==> src/rtl/rmb_ram.sv <==
// Generic single-port synchronous RAM with registered read data.
module rmb_ram #(
  parameter int WIDTH = 8,
  parameter int DEPTH = 2
) (
  input  logic                     clk_i,
  input  logic                     we_i,
  input  logic                     re_i,
  input  logic [$clog2(DEPTH)-1:0] addr_i,
  input  logic [WIDTH-1:0]         wdata_i,
  output logic [WIDTH-1:0]         rdata_o
);

  logic [WIDTH-1:0] mem [DEPTH];
  logic [WIDTH-1:0] rdata_q;

  always_ff @(posedge clk_i) begin
    if (we_i) begin
      mem[addr_i] <= wdata_i;
    end
    if (re_i) begin
      rdata_q <= mem[addr_i];
    end
  end

  assign rdata_o = rdata_q;

endmodule

==> config.mk <==
export PLATFORM = sky130hd
export DESIGN_NAME = rmb_ram
export DESIGN_NICKNAME = d
export VERILOG_FILES = /design/src/rtl/rmb_ram.sv
export SDC_FILE = /design/constraint.sdc
export NUM_CORES = 1
export LEC_CHECK = 0
export BUFFER_PORTS_ARGS = -buffer_cell sky130_fd_sc_hd__clkbuf_2
export CAP_MARGIN = 10
export CORE_ASPECT_RATIO = 1.2
export CORE_MARGIN = 4
export CORE_UTILIZATION = 40
export CTS_CLUSTER_SIZE = 16
export DETAILED_ROUTE_END_ITERATION = 6
export GPL_ROUTABILITY_DRIVEN = 1
export PLACE_DENSITY = 0.67
export SLEW_MARGIN = 20
export SYNTH_ARGS = -nofsm -noshare
export SYNTH_HDL_FRONTEND = slang
export SYNTH_SLANG_ARGS = --single-unit
==> constraint.sdc <==
create_clock -name clk_i -period 1.1 [get_ports clk_i]
set_input_delay 0.22 -clock clk_i [delete_from_list [all_inputs] [get_ports clk_i]]
set_output_delay 0.22 -clock clk_i [all_outputs]
set_load 0.1 [all_outputs]
* Word level (Yosys, flattened, before mapping)
Memories as Yosys holds them, arrays and structs flattened. A register that Yosys moved wholly into a read port is not among the register bits. Cells that the tools add are included.
Storage, ports and cells: register bits after elaboration 0, bits in writable memories 16, memories kept 1, input bits 12, latch bits 0, word-level logic and storage cells 3, ROM bits 0, output and inout bits 8
Memories:
- mem | depth 2, bits a word 8, read ports 1, clocked after Yosys merged registers in 1, wr ports 1, line 14 | logic [WIDTH-1:0] mem [DEPTH];
Operators by class: shifts and indexed selects 0, bitwise logic cells 0, muxes and demuxes 2, $mul 0, div/mod/pow operators 0, add/subtract/negate cells 0, reduce and logical (&&, ||, !) cells 0, $lt $le $gt $ge 0, eq/ne operators 0
Operators by type and width (number):
- $mux W1 | 2

* Logic depth before layout (Yosys ltp)
Gate-level depths: netlist (run 1).
depth after elaboration 2, mapped depth 2, depth with buffers taken out 1

* Least setup slack after synthesis (run 1)
No wires, ideal clock.
path type reg-to-output, from reg rdata_q[0], in the netlist rdata_o[0] (read register of mem), to out rdata_o[0], required time 0.880 ns, data arrival time 0.904 ns, path slack -0.024 ns, stages on the path, launching flop included 1, buffers on the path 0, cells stage by stage edfxtp_1
RTL lines:
- start: declaration | line 15 | logic [WIDTH-1:0] rdata_q;
- end: declaration | line 11 | output logic [WIDTH-1:0] rdata_o
No word-level cell between the ends.

* Worst setup path after layout (run 1)
from reg rdata_q[7], in the netlist rdata_o[7] (read register of mem), to out rdata_o[7]
No word-level cell between the ends.

==> results of run 1 <==
==> cell usage after synthesis <==
library cell,number
sky130_fd_sc_hd__edfxtp_1,24
sky130_fd_sc_hd__mux2_4,8
sky130_fd_sc_hd__and2_2,1
sky130_fd_sc_hd__and2b_2,1
sky130_fd_sc_hd__buf_6,1
==> per-stage QoR <==
| step | hold WS [ns] | instance area [µm²] | util | power [W] |
|---|---|---|---|---|
| 6_report | 0.0923 | 1140 | 0.548 | 0.00182 |
| 5_1_grt | 0.0855 | 1140 | 0.548 | 0.00189 |
| 4_1_cts | 0.0810 | 1140 | 0.548 | 0.00185 |
| 3_5_place_dp | 0.417 | 1110 | 0.536 | 0.00147 |
| 3_3_place_gp | 0.414 | 1110 | 0.536 | 0.00146 |
| 2_1_floorplan | 0.319 | 868 | - | 0.00134 |
==> how the worst max path moves through the flow <==
stage	cells past startpoint	slack, ns	to	startpoint
global placement	2	-0.02	mem[1][6]	addr_i
finish	1	-0.06	rdata_o[7]	rdata_o[7]
detailed placement	2	-0.06	mem[0][5]	addr_i
floorplan	0	-0.02	rdata_o[0]	rdata_o[0]
CTS	1	-0.08	rdata_o[2]	rdata_o[2]
global route	1	-0.09	rdata_o[2]	rdata_o[2]
==> cell type report <==
cell class              instances  area share
clock inverters                 1     0.00330
well taps                      30      0.0330
repair buffers                 19       0.189
clock buffers                   3      0.0198
multi-input cells              10       0.120
flip-flops and latches         24       0.634
==> logic make-up (layout without fill, tap and decap cells) <==
| group | after synthesis | after routing | share of synthesized area |
|---|---|---|---|
| mux | 8 | 8 | 0.138 |
| flops | 24 | 24 | 0.830 |
| simple gates | 2 | 2 | 0.0187 |
| buf+inv | 1 | 23 | 0.0130 |
==> routing by layer <==
metal | GRT usage | share of wire | vias up
met5 | 0 | 0 | -
met4 | 0.0577 | 0.020 | 0
met3 | 0.0176 | 0.077 | 2
met2 | 0.138 | 0.52 | 19
met1 | 0.0909 | 0.39 | 181
li1 | - | - | 180
==> power groups by stage <==
stage          clock network, W  registers [W]   logic, W
2_1_floorplan                 0        0.00127  0.0000642
3_3_place_gp                  0        0.00113   0.000335
3_5_place_dp                  0        0.00113   0.000339
4_1_cts                0.000399        0.00111   0.000339
5_1_grt                0.000426        0.00111   0.000348
6_report               0.000376        0.00111   0.000336
==> registers in the layout, summed over array words and instances (netlist names) <==
register  count
rdata_o       8
mem          16
==> out/results.ini, run 1 <==
[run_status]
outcome = complete, but fails checks
violations = negative setup slack

[synth]
synth.area.top_cells = sky130_fd_sc_hd__edfxtp_1 (83%), sky130_fd_sc_hd__mux2_4 (14%), sky130_fd_sc_hd__buf_6 (1.3%), sky130_fd_sc_hd__and2b_2 (1.0%), sky130_fd_sc_hd__and2_2 (0.86%)
netlist_instances = 35
synth-seq-area-share = 0.830
syn-cell-area_um2 = 868
synthesis.yosys.warnings = 0
post_synthesis_net_count = 47
syn_avg_cell_area_um2 = 24.8
yosys_register_bits = 24
yosysTopAreaCell = sky130_fd_sc_hd__edfxtp_1
synth_top_area_frac = 0.830
yosysUniqueCellTypes = 5

[placed_design]
hpwlAfterDp_um = 844
placedCellCount = 83
port-buffer-count = 19
gp_routability_congestion = 0.655
dp_slack_ns = -0.0645

[finish]
final_cells = 87
area_delta_synth_final_pct = 30.8
layout.cells.most_common = sky130_fd_sc_hd__edfxtp_1
nets = 70
multi_input_area_um2 = 136
drive_above_1_share = 0.561
final-seq-area_um2 = 721
diode_count = 0
layout.cells.most_common_list = sky130_fd_sc_hd__edfxtp_1 (24), sky130_fd_sc_hd__clkbuf_2 (11), sky130_fd_sc_hd__mux2_4 (8), sky130_fd_sc_hd__buf_12 (8), sky130_fd_sc_hd__clkbuf_4 (3)
filler_cell_count = 178

[setup_path]
cp_max_fo = 1
reg2reg_setup_slack_ns = 0.20
path_buf_inv = 1
critical_path_arrival_ns = 0.94
path_class = flip-flop to output port
crit_slowest_cell = sky130_fd_sc_hd__edfxtp_1
timing.critical_path.required_ns = 0.88
worst_r2r_endpoint = rdata_o[3]
worst_path_dominant_cell_family = flip-flops
crit_chain = buf_12
r2r-start = mem[0][3]
critPathCaptureType = output port
timing.critical_path.slowest_cell_delay_ns = 0.44
critPathLaunchType = flip-flop
r2r_cells = 1

[floorplanning]
die_h_um = 59.0
overall_die_area_um2 = 2980
row_count = 18
floorplan.die.width_um = 50.5
start_util = 0.419
coreArea_um2 = 2070
io_pins = 20

[power_and_ir_drop]
power.internal_w = 0.00135
pwr-share-seq = 0.609
power.density_nw_per_um2 = 1600
leakage_nw = 0.439
power_switching_share = 0.259
share_clk_of_total_power = 0.206
max-vdd-ir-drop_mv = 0.929
power_switching_w = 0.000472
power.combinational.fraction = 0.185

[sta]
timing_max_transition_violations_final = 0
grt_setup_unrepaired = yes
finalCritPeriodShare = 1.05
clock.fmax_mhz = 866
timing.final.setup_violations = 8
max_slew.worst_pin.slew_ns = 0.298
slew_headroom = 0.801
report.final.hold_viol_count = 0
fin_setup_tns_ns = -0.391
worst_clock_skew_ns = 0.00638
final.setup.worst_slack_ns = -0.0552
min_period_ns = 1.16

[clocking]
cts_buffers = 3
tritoncts = built
cts_root_buf = sky130_fd_sc_hd__clkbuf_4
clkSlewWorstSetupHoldPaths_ns = 0.12
largest_buffer_count_on_any_clock_path = 2
clock_sink_count = 24
cts_resized = 0
clk_latency_ns = 0.31
postCtsHoldBufs = 0
cts.htree.levels = 1
postCtsSetupRepairBufs = 0

[detailed_routing]
detail_route.wirelength_mm = 1.06
drt_pass1_iterations = 4
post_drt_via_cell_ratio = 4.39
wl_per_cell_um = 12.2
drc_errors = 0
drt_first_iter_violations = 1
post_drt_antenna_nets = 0
via_count = 382

[hold_path]
hp-class = input pin to flip-flop
worst_hold_path.num_cells = 1
holdCritStartpoint = wdata_i[4]
hold_ep = mem[1][4]

[global_routing]
grt-ovfl-total = 0
via_count_of_the_first_global_routing_pass = 395
globalRouteTotalUtil = 0.0815
antenna_found_initial = 0
grt_pass1_wl_mm = 1.75
grt_max_degree = 14

[run]
max-cap-violations = 0

(Power assumes the default switching activity.)
==> inputs of run 2 (changes only) <==
--- a/config.mk
+++ b/config.mk
@@ -13,8 +13,8 @@
 export CTS_CLUSTER_SIZE = 16
 export DETAILED_ROUTE_END_ITERATION = 6
 export GPL_ROUTABILITY_DRIVEN = 1
+export MAX_ROUTING_LAYER = met4
 export PLACE_DENSITY = 0.67
-export SLEW_MARGIN = 20
 export SYNTH_ARGS = -nofsm -noshare
 export SYNTH_HDL_FRONTEND = slang
 export SYNTH_SLANG_ARGS = --single-unit
==> run 2 against run 1 <==
Against the previous run:
- the run still ends with negative setup slack left
- cell count stayed put
- total power hardly changed
- setup slack hardly changed
- sequential cell count stayed put
- clock skew hardly changed
- highest routed layer unchanged
==> out/results.ini, run 2 (synthesis results as in run 1) <==
[run_status]
outcome = complete, but fails checks
violations = negative setup slack

[finish]
drive_above_1_share = 0.561  ; unchanged
diode_count = 0  ; unchanged
final_design_area_no_fill_um2 = 1140  ; unchanged
regMostFlops = mem
final_cells = 87  ; unchanged
layout.cells.most_common_list = sky130_fd_sc_hd__edfxtp_1 (24), sky130_fd_sc_hd__clkbuf_2 (11), sky130_fd_sc_hd__mux2_4 (8), sky130_fd_sc_hd__buf_12 (8), sky130_fd_sc_hd__clkbuf_4 (3)
nets = 70  ; unchanged
area_delta_synth_final_pct = 30.8  ; unchanged
largest_register_ff_count = 16  ; unchanged
layout.cells.most_common = sky130_fd_sc_hd__edfxtp_1

[sta]
grt_setup_unrepaired = yes
timing.final.setup_violations = 8  ; unchanged
worst_clock_skew_ns = 0.00639  ; +0.00000703 ns
timing_max_transition_violations_final = 0  ; unchanged
max_slew.worst_pin.slew_ns = 0.298  ; -0.0000225 ns
hold_slack_ns = 0.0923  ; -0.0000121 ns
finalCritPeriodShare = 1.05  ; about the same
final.setup.worst_slack_ns = -0.0551  ; +0.00000150 ns
min_period_ns = 1.16  ; -0.00000150 ns
report.final.hold_viol_count = 0  ; unchanged
clock.fmax_mhz = 866  ; about the same
slew_headroom = 0.801  ; about the same

[detailed_routing]
detail_route.wirelength_mm = 1.06  ; unchanged
drc_errors = 0  ; unchanged
post_drt_antenna_nets = 0  ; unchanged
wl_per_cell_um = 12.2  ; unchanged
drt_first_iter_violations = 1  ; unchanged
dr_top_layer = met4
dr_wl_met2_um = 548  ; unchanged
post_drt_via_cell_ratio = 4.39  ; unchanged
via_count = 382  ; unchanged
drt_met1_wl_um = 411  ; unchanged
drt_pass1_iterations = 4  ; unchanged
wl_met3_um = 82  ; unchanged

[power_and_ir_drop]
power.combinational.fraction = 0.185  ; about the same
share_clk_of_total_power = 0.206  ; about the same
leakage_nw = 0.439  ; unchanged
power.internal_w = 0.00135  ; unchanged
power.density_nw_per_um2 = 1600  ; about the same
pwr-share-seq = 0.609  ; about the same
max-vdd-ir-drop_mv = 0.929  ; about the same
power_switching_share = 0.259  ; about the same
report.power.total_w = 0.00182  ; about the same
power_switching_w = 0.000472  ; about the same

[placed_design]
gp_routability_congestion = 0.661  ; +0.90%
postPlaceCellArea_um2 = 1110  ; unchanged
hpwlAfterDp_um = 844  ; unchanged
dp_slack_ns = -0.0645  ; unchanged
placedCellCount = 83  ; unchanged
port-buffer-count = 19  ; unchanged

[floorplanning]
die_h_um = 59.0  ; unchanged
io_pins = 20  ; unchanged
overall_die_area_um2 = 2980  ; unchanged
coreArea_um2 = 2070  ; unchanged
start_util = 0.419  ; unchanged
floorplan.die.width_um = 50.5  ; unchanged
row_count = 18  ; unchanged

[clocking]
cts_root_buf = sky130_fd_sc_hd__clkbuf_4
postCtsSetupRepairBufs = 0  ; unchanged
postCtsHoldBufs = 0  ; unchanged
clock_sink_count = 24  ; unchanged
clk_latency_ns = 0.31  ; about the same
cts_buffers = 3  ; unchanged
largest_buffer_count_on_any_clock_path = 2  ; unchanged
cts.htree.levels = 1  ; unchanged
tritoncts = built
clkSlewWorstSetupHoldPaths_ns = 0.12  ; about the same
cts_resized = 0  ; unchanged

[global_routing]
via_count_of_the_first_global_routing_pass = 395  ; unchanged
globalRouteTotalUtil = 0.0839  ; +0.00246
grt-ovfl-total = 0  ; unchanged
grt_max_degree = 14  ; unchanged
grt_pass1_wl_mm = 1.74  ; -0.40%
antenna_found_initial = 0  ; unchanged

[setup_path]
path_class = flip-flop to output port
timing.critical_path.slowest_cell_delay_ns = 0.44  ; about the same
crit_slowest_cell = sky130_fd_sc_hd__edfxtp_1
cp_max_fo = 1  ; unchanged
worst_path_dominant_cell_family = flip-flops
path_buf_inv = 1  ; unchanged
critical_path_arrival_ns = 0.94  ; about the same
r2r_cells = 1  ; unchanged
cp.depth = 1  ; unchanged
crit_chain = buf_12
critPathLaunchType = flip-flop
critPathCaptureType = output port
timing.critical_path.required_ns = 0.88  ; about the same

[run]
max-cap-violations = 0  ; unchanged

[hold_path]
worst_hold_path.num_cells = 1  ; unchanged
hp-class = input pin to flip-flop

[run 2: cell counts in the layout (fill, tap and decap cells not counted)]
No cell type changed its count.
[run 2: final cells by class]
class,instances,area (µm²)
Fill cell,178,936
Sequential cell,24,721
Timing Repair Buffer,19,215
Multi-Input combinational cell,10,136
Tap cell,30,37.5
Clock buffer,3,22.5
Clock inverter,1,3.75
[run 2: per-stage QoR]
step	utilization	setup TNS, ns
after global routing	0.548	-0.675
after detailed placement	0.536	-0.876
final	0.548	-0.391
after global placement	0.536	-0.252
after CTS	0.548	-0.548
after floorplan	-	-0.192
[run 2: power groups by stage]
stage | combinational, W | clock (W) | sequential (W)
detailed placement | 0.000339 | 0 | 0.00113
CTS | 0.000339 | 0.000399 | 0.00111
global route | 0.000348 | 0.000426 | 0.00111
finish | 0.000336 | 0.000376 | 0.00111
global placement | 0.000335 | 0 | 0.00113
floorplan | 0.0000642 | 0 | 0.00127
[run 2: final timing paths]
check | start | to | slack [ns]
max | rdata_o[7] | rdata_o[7] | -0.06
min | wdata_i[4] | mem[1][4] | 0.09
max reg2reg | mem[0][3] | rdata_o[3] | 0.20
min reg2reg | mem[1][6] | rdata_o[6] | 0.56
[run 2: per-layer routing]
metal / vias to the layer above / GRT usage
met5: - / -
li1: 180 / -
met2: 19 / 0.138
met1: 181 / 0.0909
met4: 0 / 0.0577
met3: 2 / 0.0176
