## src/rtl/rmb_pkg.sv

```systemverilog
// Shared types, codes and constants for the region-mapped memory bus.
package rmb_pkg;

  localparam int MAX_REGIONS      = 4;
  localparam int RIW              = 2;
  localparam int CFG_IDX_W        = 3;
  localparam int CFG_DATA_W       = 64;
  localparam int LANES            = 8;
  localparam int DEF_NUM_REGIONS  = 4;
  localparam int DEF_REGION_BYTES = 65536;

  localparam logic [CFG_IDX_W-1:0] CFG_REGION_ENABLE = 3'd4;
  localparam logic [CFG_IDX_W-1:0] CFG_READ_ONLY     = 3'd5;

  typedef enum logic [1:0] {
    CMD_READ    = 2'd0,
    CMD_WRITE   = 2'd1,
    CMD_PRELOAD = 2'd2,
    CMD_NOP     = 2'd3
  } cmd_e;

  typedef enum logic [1:0] {
    SIZE_BYTE  = 2'd0,
    SIZE_WORD  = 2'd1,
    SIZE_DWORD = 2'd2,
    SIZE_QWORD = 2'd3
  } size_e;

  typedef enum logic [1:0] {
    FAULT_NONE = 2'd0,
    FAULT_ADDR = 2'd1,
    FAULT_RO   = 2'd2
  } fault_e;

  typedef enum logic [1:0] {
    ST_IDLE,
    ST_ACCESS,
    ST_RESP
  } state_e;

  // Result of decoding one address against the region table
  typedef struct packed {
    logic           hit;
    logic           ro;
    logic [RIW-1:0] idx;
    logic [31:0]    base;
  } match_t;

endpackage

```

## src/rtl/rmb_regions.sv

```systemverilog
// Region configuration registers and start-address decoder.
module rmb_regions import rmb_pkg::*; #(
  parameter int NUM_REGIONS = DEF_NUM_REGIONS
) (
  input  logic                  clk_i,
  input  logic                  rst_ni,
  input  logic                  cfg_we_i,
  input  logic [CFG_IDX_W-1:0]  cfg_idx_i,
  input  logic [CFG_DATA_W-1:0] cfg_wdata_i,
  input  logic [31:0]           address_i,
  output match_t                match_o
);

  logic [63:0]            bounds_q [MAX_REGIONS];
  logic [MAX_REGIONS-1:0] enable_q;
  logic [MAX_REGIONS-1:0] ro_q;

  always_ff @(posedge clk_i or negedge rst_ni) begin
    if (!rst_ni) begin
      for (int i = 0; i < MAX_REGIONS; i++) begin
        bounds_q[i] <= '0;
      end
      enable_q <= '0;
      ro_q     <= '0;
    end else if (cfg_we_i) begin
      case (cfg_idx_i)
        CFG_REGION_ENABLE: enable_q <= cfg_wdata_i[MAX_REGIONS-1:0];
        CFG_READ_ONLY:     ro_q     <= cfg_wdata_i[MAX_REGIONS-1:0];
        default: begin
          if (cfg_idx_i < CFG_IDX_W'(MAX_REGIONS)) begin
            bounds_q[cfg_idx_i[RIW-1:0]] <= cfg_wdata_i;
          end
        end
      endcase
    end
  end

  // Walk from the top so the lowest enabled match wins
  always_comb begin
    match_o = '0;
    for (int i = MAX_REGIONS - 1; i >= 0; i--) begin
      if (i < NUM_REGIONS && enable_q[i] &&
          address_i >= bounds_q[i][31:0] && address_i <= bounds_q[i][63:32]) begin
        match_o.hit  = 1'b1;
        match_o.ro   = ro_q[i];
        match_o.idx  = RIW'(i);
        match_o.base = bounds_q[i][31:0];
      end
    end
  end

endmodule

```

## config.mk

```make
export PLATFORM = sky130hd
export DESIGN_NAME = rmb_regions
export DESIGN_NICKNAME = d
export VERILOG_FILES = /design/src/rtl/rmb_pkg.sv /design/src/rtl/rmb_regions.sv
export SDC_FILE = /design/constraint.sdc
export NUM_CORES = 1
export LEC_CHECK = 0
export ABC_CLOCK_PERIOD_IN_PS = 5150
export BUFFER_PORTS_ARGS = -buffer_cell sky130_fd_sc_hd__buf_2
export CAP_MARGIN = 20
export CORE_ASPECT_RATIO = 1.5
export CORE_UTILIZATION = 45
export DETAILED_ROUTE_END_ITERATION = 8
export GPL_TIMING_DRIVEN = 0
export PLACE_DENSITY_LB_ADDON = 0.15
export SLEW_MARGIN = 10
export SYNTH_ARGS = -nofsm -noshare
export SYNTH_HDL_FRONTEND = slang
export SYNTH_SLANG_ARGS = --single-unit
export TNS_END_PERCENT = 5
```

## constraint.sdc

```tcl
create_clock -name clk_i -period 5.15 [get_ports clk_i]
set_clock_uncertainty 0.2 [all_clocks]
set_input_delay 0.7725 -clock clk_i [delete_from_list [all_inputs] [get_ports clk_i]]
set_output_delay 0.7725 -clock clk_i [all_outputs]
set_load 0.05 [all_outputs]
```

## Word-level counts from Yosys, hierarchy flattened

Cells that the tools add are included.

| storage, ports and cells | value |
|---|---|
| ROM bits | 0 |
| bits in latches | 0 |
| RAM bits | 0 |
| word-level logic and storage cells | 41 |
| memories | 0 |
| input bits | 102 |
| flip-flop bits (word level) | 264 |
| output and inout bits | 36 |

| cells by class | value |
|---|---|
| muxes and demuxes | 7 |
| $mul | 0 |
| add/subtract/negate cells | 0 |
| shift operators | 0 |
| bitwise gates (word level) | 2 |
| reductions and logical operators | 13 |
| divide/modulo/power cells | 0 |
| eq/ne operators | 2 |
| order comparisons | 11 |

Operator list:

| cell | number |
|---|---|
| 256-bit bitwise mux | 1 |
| 36-bit two-way mux | 4 |
| 64-bit demux with 2-bit select | 1 |
| 32-bit greater-or-equal comparator | 4 |
| 32-bit less-or-equal comparator | 4 |
| 64-bit two-way mux | 1 |
| 1-bit logical AND | 9 |
| 3-bit == test, second input constant | 2 |
| 2-bit AND reduction | 2 |
| 3-bit greater-or-equal comparator, second input constant | 1 |
| 3-bit by 1-bit < comparator with 1-bit output, second input constant | 1 |
| 3-bit < comparator, second input constant | 1 |
| 2-bit inverter with 3-bit output | 1 |
| 3-bit AND reduction | 1 |
| 2-bit OR reduction | 1 |
| 1-bit inverter | 1 |

## Logic depth before layout (Yosys ltp)

Gate-level depths: netlist of run 1.

| logic depth | value |
|---|---|
| depth after elaboration | 7 |
| gate-level depth with buffers | 12 |
| depth with buffers taken out | 10 |

## Worst setup path before layout of run 1

Ideal clock, no wire load.

| timing | value |
|---|---|
| kind | input -> output |
| start point | input address_i[14] |
| end point | output match_o[33] (netlist name) |
| buffers on the path | 1 |
| setup slack | 0.544 ns |
| required time | 4.178 ns |
| arrival time | 3.634 ns |
| stages | 10 |
| path through | ha_1 > a21oi_1 > nand2_1 > a221o_1 > a211o_1 > a211o_1 > a22oi_4 > buf_4 > nor2_1 > nor3_1 |

RTL lines:

| what | RTL line | RTL |
|---|---|---|
| start, declared | rmb_regions.sv:10 | `input logic [31:0] address_i,` |
| end, declared | rmb_regions.sv:11 | `output match_t match_o` |

==> key figures, run 1 <==
Outcome
  • Status: finished, final reports clean

Critical path
  • Critical Path Sink Type: output pin
  • Cell Chain, Critical Path: buf_2 -> ha_1 -> a21oi_1 -> o21ai_0 -> a221o_1 -> a211o_1 -> a211oi_2 -> o22a_1 -> buf_4 -> buf_4 -> a311oi_2 -> o22ai_1 -> clkbuf_4
  • Kind of cell adding the most delay to the critical path: compound AO/OA/AOI/OAI gates
  • Worst path slowest cell: a211oi_2
  • Biggest cell delay along the critical path: approximately 0.43 ns
  • Critical path type: in -> out
  • Worst path arrival time: around 4.1 ns
  • Element type at the critical path start: primary input
  • CP required: 4.18 ns
  • Worst-path fanout max: 10
  • Most used cell along the critical path: buf_4
  • Bufs and invs on worst path: 4

Clock tree
  • CTS Buffer Depth: 3
  • Worst-Skew Late Latency: between 0.5 and 0.6 ns
  • CTS tree: yes
  • Worst-path clk slew: ~0.06 ns
  • Root buffer cell: clkbuf_16
  • Num CTS Buffers: 28
  • Postcts setup bufs: 0
  • Max H-tree Level: 1
  • # clock sinks: between 200 and 300

Finish
  • Area delta synth->final: 14.3%
  • Fin cells: 2,504
  • Diode count: 0
  • Most common cell after layout, fill and taps aside: dfrtp_1
  • Most frequent cells in the layout: 264 x dfrtp_1, 256 x o21ai_0, 256 x ha_1, 255 x inv_1, 243 x nand2_1
  • Final net count: around 2,400
  • Register area: approximately 6600 sq um
  • Final instance area: 19,300 sq um
  • FILL cells: 3,498
  • Share of layout cells above drive strength 1: 0.154
  • Area occupied by multi-input gates: 9020 sq um

Routing
  • Remaining antenna violation count: 0
  • Detailed Route WL: between 50,000 and 60,000 um
  • Detailed-route via count: ~14,000
  • Wire length per cell: 21.5 um
  • Initial DRC Count: 743
  • Drt pass-1 iters: 5
  • DRC viols: 0
  • DR vias/cell: around 5.7

Floorplanning
  • IO Pins: 138
  • # rows: 86
  • Die area: roughly 38,000 sq um
  • Die Span Y: ~240 um
  • Die X: 160 um
  • Initial Utilization: 0.458
  • Core area: approximately 37,000 sq um

STA
  • Worst slew margin: 0.286
  • FMAX: 196 MHz
  • Post-route clock period utilization: 0.990
  • # setup viols final: 0
  • Hold Vio Cnt, Final: 0
  • Setup tns final: 0 ns
  • Count of pins over their slew limit: 0
  • RSZ-0062 raised after global routing: yes
  • Hold_ws: around 0.26 ns
  • Final min period: about 5.1 ns
  • Slew @ Worst Pin: about 1.1 ns

Placement
  • Inst Count DP: roughly 2,500
  • IO buf count: 136
  • Area after DPL: 18,300 sq um
  • Final Wtd Congestion: 0.905
  • Post-DP HPWL: about 41,000 um

Global route
  • Overall routing resource usage: 0.284
  • Initial antenna violation count: 0
  • First-pass GRT wire length: 82,900 um
  • Vias in the first global route: between 10,000 and 15,000
  • Total congestion overflow: 0
  • Largest net degree at the start of global routing: 74

Synthesis
  • Syn Inst Count: 1,830
  • Post-synth EDFFs: 0
  • Yosys reg bits: 264
  • Count of different cell masters after synthesis: 58
  • Syn nets: 2,188
  • Sequential fraction of the synthesis area: 0.392
  • Synthesis Warnings: 0
  • Async SR Flop Fraction: 1.00
  • Ys flop type: dfrtp_1
  • Mean Syn Cell Area: roughly 9.2 sq um
  • Syn Std Cell Area: roughly 17,000 sq um

Power
  • P per Cell Area: about 400 nW/um^2
  • Leakage: about 9.3 nW
  • Power consumption: 7.65 mW
  • VDD IR max: about 0.24 mV

Hold path
  • Hold Crit Class: in -> reg

Run
  • Max-Cap Viols: 0
## tightest hold or removal path, cell delays in order
cell and delay, ns:
buf_2 0.11, nand2_1 0.05, o21ai_0 0.06
## worst paths after layout
path | start | to | slack, ns | cells past startpoint
setup / recovery | address_i[7] | match_o[16] | 0.05 | 13
hold / removal | cfg_wdata_i[30] | bounds_q[222] | 0.26 | 3
setup reg to reg | bounds_q[14] | bounds_q[14] | 4.13 | 1
hold reg to reg | ro_q[2] | ro_q[2] | 0.30 | 1
max in group asynchronous | rst_ni | bounds_q[202] | 2.74 | 5
min in group asynchronous | rst_ni | bounds_q[52] | 0.53 | 2
## metal layers
metal,vias up,part of all wire,track usage
met3,140,0.047,0.0276
met5,-,0,0
li1,6740,-,-
met1,7010,0.40,0.339
met4,0,0.059,0.153
met2,451,0.49,0.503
## cell type report
class                           instances  area share
Inverter                              255      0.0496
Clock buffer                           46      0.0472
Clock inverter                          2     0.00182
Buffer                                 71      0.0176
Timing Repair Buffer                  142      0.0418
Sequential cell                       264       0.343
Multi-Input combinational cell       1240       0.468
Tap cell                              484      0.0314
## what timing repair did
| action | CTS | global route |
|---|---|---|
| gates resized for setup | 5 | 14 |
| setup endpoints to repair | 21 | 30 |
| endpoints found under the hold margin | 58 | 0 |
| hold buffers | 1 | 0 |
## where the power goes
group,internal (mW),switching (mW),leakage [nW]
Clock,1.24,0.880,0.468
Sequential,2.51,0.183,3.20
Combinational,0.998,1.84,5.59
## synth_stat cells, drive strengths merged, types with 24 or more instances
library cell,number,area share
a21oi,86,0.026
dfrtp,264,0.39
a311oi,33,0.024
ha,256,0.19
mux2,77,0.051
nor2,49,0.011
nand2,243,0.054
nand3,24,0.0071
nand4,32,0.012
clkbuf,53,0.012
o22ai,32,0.012
o21ai,260,0.077
inv,255,0.057
## state kept, by name, summed over array words and instances, names as in the netlist
| signal | count |
|---|---|
| enable_q | 4 |
| bounds_q | 256 |
| ro_q | 4 |
## per-stage QoR
| step | util | setup WS, ns |
|---|---|---|
| floorplan | - | 0.544 |
| global placement | 0.493 | -1.98 |
| finish | 0.524 | 0.0502 |
| detailed placement | 0.496 | -0.203 |
| CTS | 0.523 | 0.0131 |
| global route | 0.524 | -0.0384 |
## cell families (layout without fill, tap and decap cells)
group / count (synthesis) / count (layout) / synth area share
AOI/OAI and AO/OA: 492 / 492 / 0.179
adders and majority gates: 256 / 256 / 0.190
buffers and inverters: 326 / 516 / 0.0762
DFF: 264 / 264 / 0.392
muxes: 77 / 77 / 0.0514
and+or+nand+nor: 415 / 415 / 0.112
(Power assumes the default switching activity.)
==> run 2: changes to the inputs <==
--- a/config.mk
+++ b/config.mk
@@ -13,5 +13,4 @@
 export DETAILED_ROUTE_END_ITERATION = 8
 export GPL_TIMING_DRIVEN = 0
-export PLACE_DENSITY_LB_ADDON = 0.15
 export SLEW_MARGIN = 10
 export SYNTH_ARGS = -nofsm -noshare
==> constraint.sdc (replaced) <==
create_clock -name clk_i -period 5.15 [get_ports clk_i]
set_clock_uncertainty 0.2 [all_clocks]
set_input_delay 1.03 -clock clk_i [delete_from_list [all_inputs] [get_ports clk_i]]
set_output_delay 1.03 -clock clk_i [all_outputs]
set_load 0.05 [all_outputs]
==> key figures, run 2 (synthesis gave the netlist of run 1 again) <==
Critical path
  • Element type at the critical path start: primary input (unchanged)
  • Worst-path fanout max: 10 (unchanged)
  • Biggest cell delay along the critical path: 0.34 ns (was 0.43 ns)
  • Critical Path Sink Type: output pin (unchanged)
  • Worst path arrival time: 3.94 ns (was 4.13 ns)
  • Worst path slowest cell: a221o_1 (was a211oi_2)
  • Cell Chain, Critical Path: buf_4 -> ha_1 -> a21oi_1 -> o21ai_0 -> a221o_1 -> a211o_1 -> a211oi_4 -> buf_4 -> o22a_1 -> buf_6 -> buf_8 -> a311oi_2 -> o22ai_2 -> buf_6 (was buf_2 -> ha_1 -> a21oi_1 -> o21ai_0 -> a221o_1 -> a211o_1 -> a211oi_2 -> o22a_1 -> buf_4 -> buf_4 -> a311oi_2 -> o22ai_1 -> clkbuf_4)
  • Critical path type: in -> out (unchanged)
  • CP required: 3.92 ns (was 4.18 ns)

STA
  • Hold Vio Cnt, Final: 0 (unchanged)
  • Count of pins over their slew limit: 0 (unchanged)
  • RSZ-0062 raised after global routing: yes (unchanged)
  • Setup tns final: -0.0334 ns (was 0 ns)
  • Hold_ws: 0.262 ns (was 0.260 ns)
  • Post-route clock period utilization: 1.00 (was 0.990)
  • Worst setup margin: -0.0237 ns (was 0.0502 ns)
  • Final min period: 5.17 ns (was 5.10 ns)
  • FMAX: 193 MHz (was 196 MHz)
  • Slew @ Worst Pin: 1.19 ns (was 1.07 ns)
  • Worst slew margin: 0.201 (was 0.286)
  • # setup viols final: 2 (was 0)

Floorplanning
  • IO Pins: 138 (unchanged)
  • # rows: 86 (unchanged)
  • Core area: 36,800 sq um (unchanged)
  • Die X: 160 um (unchanged)
  • Die Span Y: 239 um (unchanged)
  • Die area: 38,300 sq um (unchanged)
  • Initial Utilization: 0.458 (unchanged)

Global route
  • Initial antenna violation count: 0 (unchanged)
  • Vias in the first global route: 14,507 (was 14,289)
  • Largest net degree at the start of global routing: 80 (was 74)
  • Total congestion overflow: 0 (unchanged)
  • First-pass GRT wire length: 85,100 um (was 82,900 um)
  • Overall routing resource usage: 0.292 (was 0.284)

Clock tree
  • CTS Buffer Depth: 3 (unchanged)
  • # clock sinks: 264 (unchanged)
  • Root buffer cell: clkbuf_16 (unchanged)
  • Hold_buf cts: 0 (was 1)
  • CTS tree: yes (unchanged)
  • Num CTS Buffers: 28 (unchanged)
  • Max H-tree Level: 1 (unchanged)
  • Worst-Skew Late Latency: 0.56 ns (about the same)
  • Worst-path clk slew: 0.06 ns (about the same)

Routing
  • Wire length per cell: 22.0 um (was 21.5 um)
  • Remaining antenna violation count: 0 (unchanged)
  • Initial DRC Count: 829 (was 743)
  • DRC viols: 0 (unchanged)
  • Drt pass-1 iters: 5 (unchanged)
  • Detailed-route via count: 14,523 (was 14,341)
  • DR vias/cell: 5.77 (was 5.73)
  • Detailed Route WL: 55,300 um (was 53,800 um)

Placement
  • Worst slack, placed: -0.755 ns (was -0.203 ns)
  • Area after DPL: 18,300 sq um (about the same)
  • Post-DP HPWL: 41,300 um (was 41,400 um)
  • Final Wtd Congestion: 0.892 (was 0.905)
  • Inst Count DP: 2,453 (was 2,455)
  • IO buf count: 136 (unchanged)

Finish
  • Flip-flop count of the largest register after layout: 256 (unchanged)
  • Most common cell after layout, fill and taps aside: dfrtp_1 (unchanged)
  • Diode count: 0 (unchanged)
  • Final net count: 2,370 (was 2,360)
  • Largest registers: bounds_q: 256 flops, enable_q: 4 flops, ro_q: 4 flops (unchanged)
  • Most frequent cells in the layout: 264 x dfrtp_1, 254 x inv_1, 248 x o21ai_0, 242 x nand2_1, 240 x ha_1 (was 264 x dfrtp_1, 256 x o21ai_0, 256 x ha_1, 255 x inv_1, 243 x nand2_1)
  • Final instance area: 20,200 sq um (was 19,300 sq um)
  • Share of layout cells above drive strength 1: 0.194 (was 0.154)
  • Register with the most flip-flops: bounds_q (unchanged)
  • Fin cells: 2,518 (was 2,504)
  • Area delta synth->final: 19.7% (was 14.3%)
  • Post-layout util: 0.549 (was 0.524)

Run
  • Max-Cap Viols: 0 (unchanged)

Hold path
  • Hold Crit Class: in -> async (was in -> reg)

Power
  • VDD IR max: 0.265 mV (was 0.239 mV)
  • Power consumption: 8.08 mW (was 7.65 mW)
  • Leakage: 9.48 nW (was 9.26 nW)
  • P per Cell Area: 400 nW/um^2 (was 397 nW/um^2)

Outcome
  • Failing checks: setup timing
  • Status: finished, violations left (was finished, final reports clean)
[run 2: critical path: cells and delay by family]
kind,cells,cell delay (ns)
adders and majority gates,1,0.32
AOI/OAI and AO/OA,8,1.63
buffers and inverters,5,0.92
[run 2: metal layers]
metal	GRT usage	routed length, um
met1	0.355	22100
met4	0.169	3520
met2	0.500	27000
met3	0.0324	2740
met5	0	0
[run 2: final timing paths]
| kind | end | start | cells past startpoint | slack (ns) |
|---|---|---|---|---|
| setup / recovery | match_o[14] | address_i[7] | 14 | -0.02 |
| hold / removal | bounds_q[55] | rst_ni | 1 | 0.26 |
| setup reg to reg | enable_q[0] | enable_q[0] | 1 | 4.10 |
| hold reg to reg | ro_q[2] | ro_q[2] | 1 | 0.30 |
| max in group asynchronous | bounds_q[195] | rst_ni | 3 | 3.36 |
| min in group clk_i | ro_q[2] | ro_q[2] | 1 | 0.30 |
[run 2: layout make-up]
type | instances | area (sq um)
Sequential cell | 264 | 6610
Clock inverter | 13 | 165
Inverter | 255 | 961
Fill cell | 3397 | 16600
Multi-Input combinational cell | 1240 | 9550
Tap cell | 484 | 606
Timing Repair Buffer | 152 | 1060
Buffer | 71 | 412
Clock buffer | 39 | 843
[run 2: power breakdown]
group | switching [mW] | internal, mW | total, mW | leakage [nW]
logic | 1.96 | 1.19 | 3.15 | 5.77
registers | 0.184 | 2.51 | 2.69 | 3.20
clock network | 0.898 | 1.34 | 2.24 | 0.509
total | 3.04 | 5.04 | 8.08 | 9.48
[run 2: repair_timing]
| item | CTS | global route |
|---|---|---|
| pin swaps | 12 | 26 |
| endpoints found under the setup margin | 36 | 36 |
| resized for setup | 106 | 102 |
| buffers inserted | 4 | 8 |
| cloned | 1 | 0 |
==> run 3: changes to the inputs <==
--- a/constraint.sdc
+++ b/constraint.sdc
@@ -3,3 +3,3 @@
 set_input_delay 1.03 -clock clk_i [delete_from_list [all_inputs] [get_ports clk_i]]
 set_output_delay 1.03 -clock clk_i [all_outputs]
-set_load 0.05 [all_outputs]
+set_load 0.005 [all_outputs]
==> key figures, run 3 (synthesis gave the netlist of run 1 again) <==
Outcome
  • Status: finished, violations left (unchanged)
  • Failing checks: setup timing (unchanged)

Finish
  • Register with the most flip-flops: bounds_q (unchanged)
  • Diode count: 0 (unchanged)
  • Most common cell after layout, fill and taps aside: dfrtp_1 (unchanged)
  • Area delta synth->final: 17.6% (was 19.7%)
  • Most frequent cells in the layout: 264 x dfrtp_1, 254 x inv_1, 247 x o21ai_0, 247 x ha_1, 243 x nand2_1 (was 264 x dfrtp_1, 254 x inv_1, 248 x o21ai_0, 242 x nand2_1, 240 x ha_1)
  • Share of layout cells above drive strength 1: 0.182 (was 0.194)
  • Final instance area: 19,800 sq um (was 20,200 sq um)
  • Largest registers: bounds_q: 256 flops, enable_q: 4 flops, ro_q: 4 flops (unchanged)
  • FILL cells: 3,442 (was 3,397)
  • Final net count: 2,371 (was 2,370)
  • Flip-flop count of the largest register after layout: 256 (unchanged)

Routing
  • Remaining antenna violation count: 0 (unchanged)
  • Detailed-route via count: 14,441 (was 14,523)
  • Wire length per cell: 21.9 um (was 22.0 um)
  • DR vias/cell: 5.73 (was 5.77)
  • Detailed Route WL: 55,200 um (was 55,300 um)
  • Drt pass-1 iters: 5 (unchanged)
  • Initial DRC Count: 907 (was 829)
  • DRC viols: 0 (unchanged)

Global route
  • Largest net degree at the start of global routing: 80 (unchanged)
  • First-pass GRT wire length: 84,800 um (was 85,100 um)
  • Initial antenna violation count: 0 (unchanged)
  • Overall routing resource usage: 0.291 (was 0.292)
  • Vias in the first global route: 14,450 (was 14,507)
  • Total congestion overflow: 0 (unchanged)

STA
  • Final min period: 5.17 ns (about the same)
  • Worst setup margin: -0.0236 ns (was -0.0237 ns)
  • Hold_ws: 0.263 ns (was 0.262 ns)
  • RSZ-0062 raised after global routing: yes (unchanged)
  • Setup tns final: -0.0321 ns (was -0.0334 ns)
  • Post-route clock period utilization: 1.00 (about the same)
  • Hold Vio Cnt, Final: 0 (unchanged)
  • # setup viols final: 3 (was 2)
  • FMAX: 193 MHz (about the same)
  • Slew @ Worst Pin: 1.21 ns (was 1.19 ns)
  • Count of pins over their slew limit: 0 (unchanged)
  • Worst slew margin: 0.191 (was 0.201)

Floorplanning
  • Core area: 36,800 sq um (unchanged)
  • Die X: 160 um (unchanged)
  • Initial Utilization: 0.458 (unchanged)
  • Die Span Y: 239 um (unchanged)
  • # rows: 86 (unchanged)
  • Die area: 38,300 sq um (unchanged)
  • IO Pins: 138 (unchanged)

Power
  • VDD IR max: 0.244 mV (was 0.265 mV)
  • Power consumption: 7.54 mW (was 8.08 mW)
  • Leakage: 9.46 nW (was 9.48 nW)
  • P per Cell Area: 380 nW/um^2 (was 400 nW/um^2)

Critical path
  • Worst path arrival time: 3.94 ns (about the same)
  • Critical path type: in -> out (unchanged)
  • Critical Path Sink Type: output pin (unchanged)
  • Worst Setup SP: address_i[10] (was address_i[7])
  • Worst-path fanout max: 10 (unchanged)
  • Element type at the critical path start: primary input (unchanged)
  • Start of the worst register-to-register path: enable_q[0] (unchanged)
  • CP required: 3.92 ns (about the same)

Clock tree
  • Worst-Skew Late Latency: 0.56 ns (about the same)
  • Worst-path clk slew: 0.06 ns (about the same)
  • Num CTS Buffers: 28 (unchanged)
  • Root buffer cell: clkbuf_16 (unchanged)
  • CTS tree: yes (unchanged)
  • Hold_buf cts: 0 (unchanged)
  • CTS Buffer Depth: 3 (unchanged)
  • # clock sinks: 264 (unchanged)
  • Max H-tree Level: 1 (unchanged)

Placement
  • Post-DP HPWL: 41,300 um (unchanged)
  • Worst slack, placed: -0.603 ns (was -0.755 ns)
  • IO buf count: 136 (unchanged)
  • Area after DPL: 18,300 sq um (unchanged)
  • Final Wtd Congestion: 0.892 (unchanged)

Hold path
  • Hold Crit Class: in -> async (unchanged)

Run
  • Max-Cap Viols: 0 (unchanged)
[run 3: cell types whose count changed in the layout (fill, tap and decap cells not counted), moves of 3 or more]
cell / change
buf_2: +48
buf_4: -35
buf_6: -8
ha_1: +7
ha_4: -7
a21oi_1: +4
a21oi_2: -4
clkbuf_4: -3
o22ai_1: +3
[run 3: cell type report]
cell class | count | area (sq um) | share of cell area
inverter | 255 | 961 | 0.0484
tap | 484 | 606 | 0.0305
multi-input combinational | 1240 | 9350 | 0.471
sequential | 264 | 6610 | 0.333
clock inverter | 13 | 165 | 0.00832
clock buffer | 39 | 843 | 0.0425
buffer | 71 | 393 | 0.0198
timing repair buffer | 153 | 926 | 0.0466
[run 3: worst max-delay path: stages]
cell	delay, ns
buf_2	0.21
ha_1	0.34
nand4_1	0.27
nor4_4	0.36
buf_4	0.17
nand3_2	0.12
a221o_1	0.43
buf_6	0.16
buf_4	0.13
buf_6	0.14
a311oi_1	0.29
o22ai_1	0.13
buf_2	0.14
[run 3: report_power, final]
part / internal (mW) / switching, mW / leakage (nW) / total (mW)
Sequential: 2.51 / 0.183 / 3.20 / 2.69
Combinational: 1.08 / 1.52 / 5.75 / 2.60
Clock: 1.34 / 0.905 / 0.509 / 2.24
Total: 4.93 / 2.61 / 9.46 / 7.54
[run 3: timing repair]
item / CTS / global route
resized for setup: 46 / 67
gates cloned: 0 / 1
endpoints found under the setup margin: 36 / 36
pin swaps: 7 / 16
setup buffers: 1 / 12
[run 3: path summary, 6_finish.rpt]
check	cells after the start	to	slack (ns)
max	13	match_o[2]	-0.02
min	1	bounds_q[55]	0.26
max reg2reg	1	enable_q[0]	4.11
min reg2reg	1	bounds_q[36]	0.30
max in group asynchronous	3	bounds_q[195]	3.35
min in group clk_i	1	bounds_q[36]	0.30
[run 3: per-layer routing]
layer  up-vias  share of wire  routed length [um]  global-route usage
met1      7112           0.40               22300               0.354
li1       6772              -                   -                   -
met5         -              0                   0                   0
met2       431           0.50               27300               0.500
met3       126          0.047                2600              0.0328
met4         0          0.054                2980               0.165
[run 3: through the flow]
| step | instances | util |
|---|---|---|
| 6_report | 2519 | 0.539 |
| 5_1_grt | 2519 | 0.539 |
| 4_1_cts | 2506 | 0.528 |
| 3_5_place_dp | 2453 | 0.496 |
| 3_3_place_gp | 2450 | 0.493 |
| 2_1_floorplan | 1830 | - |
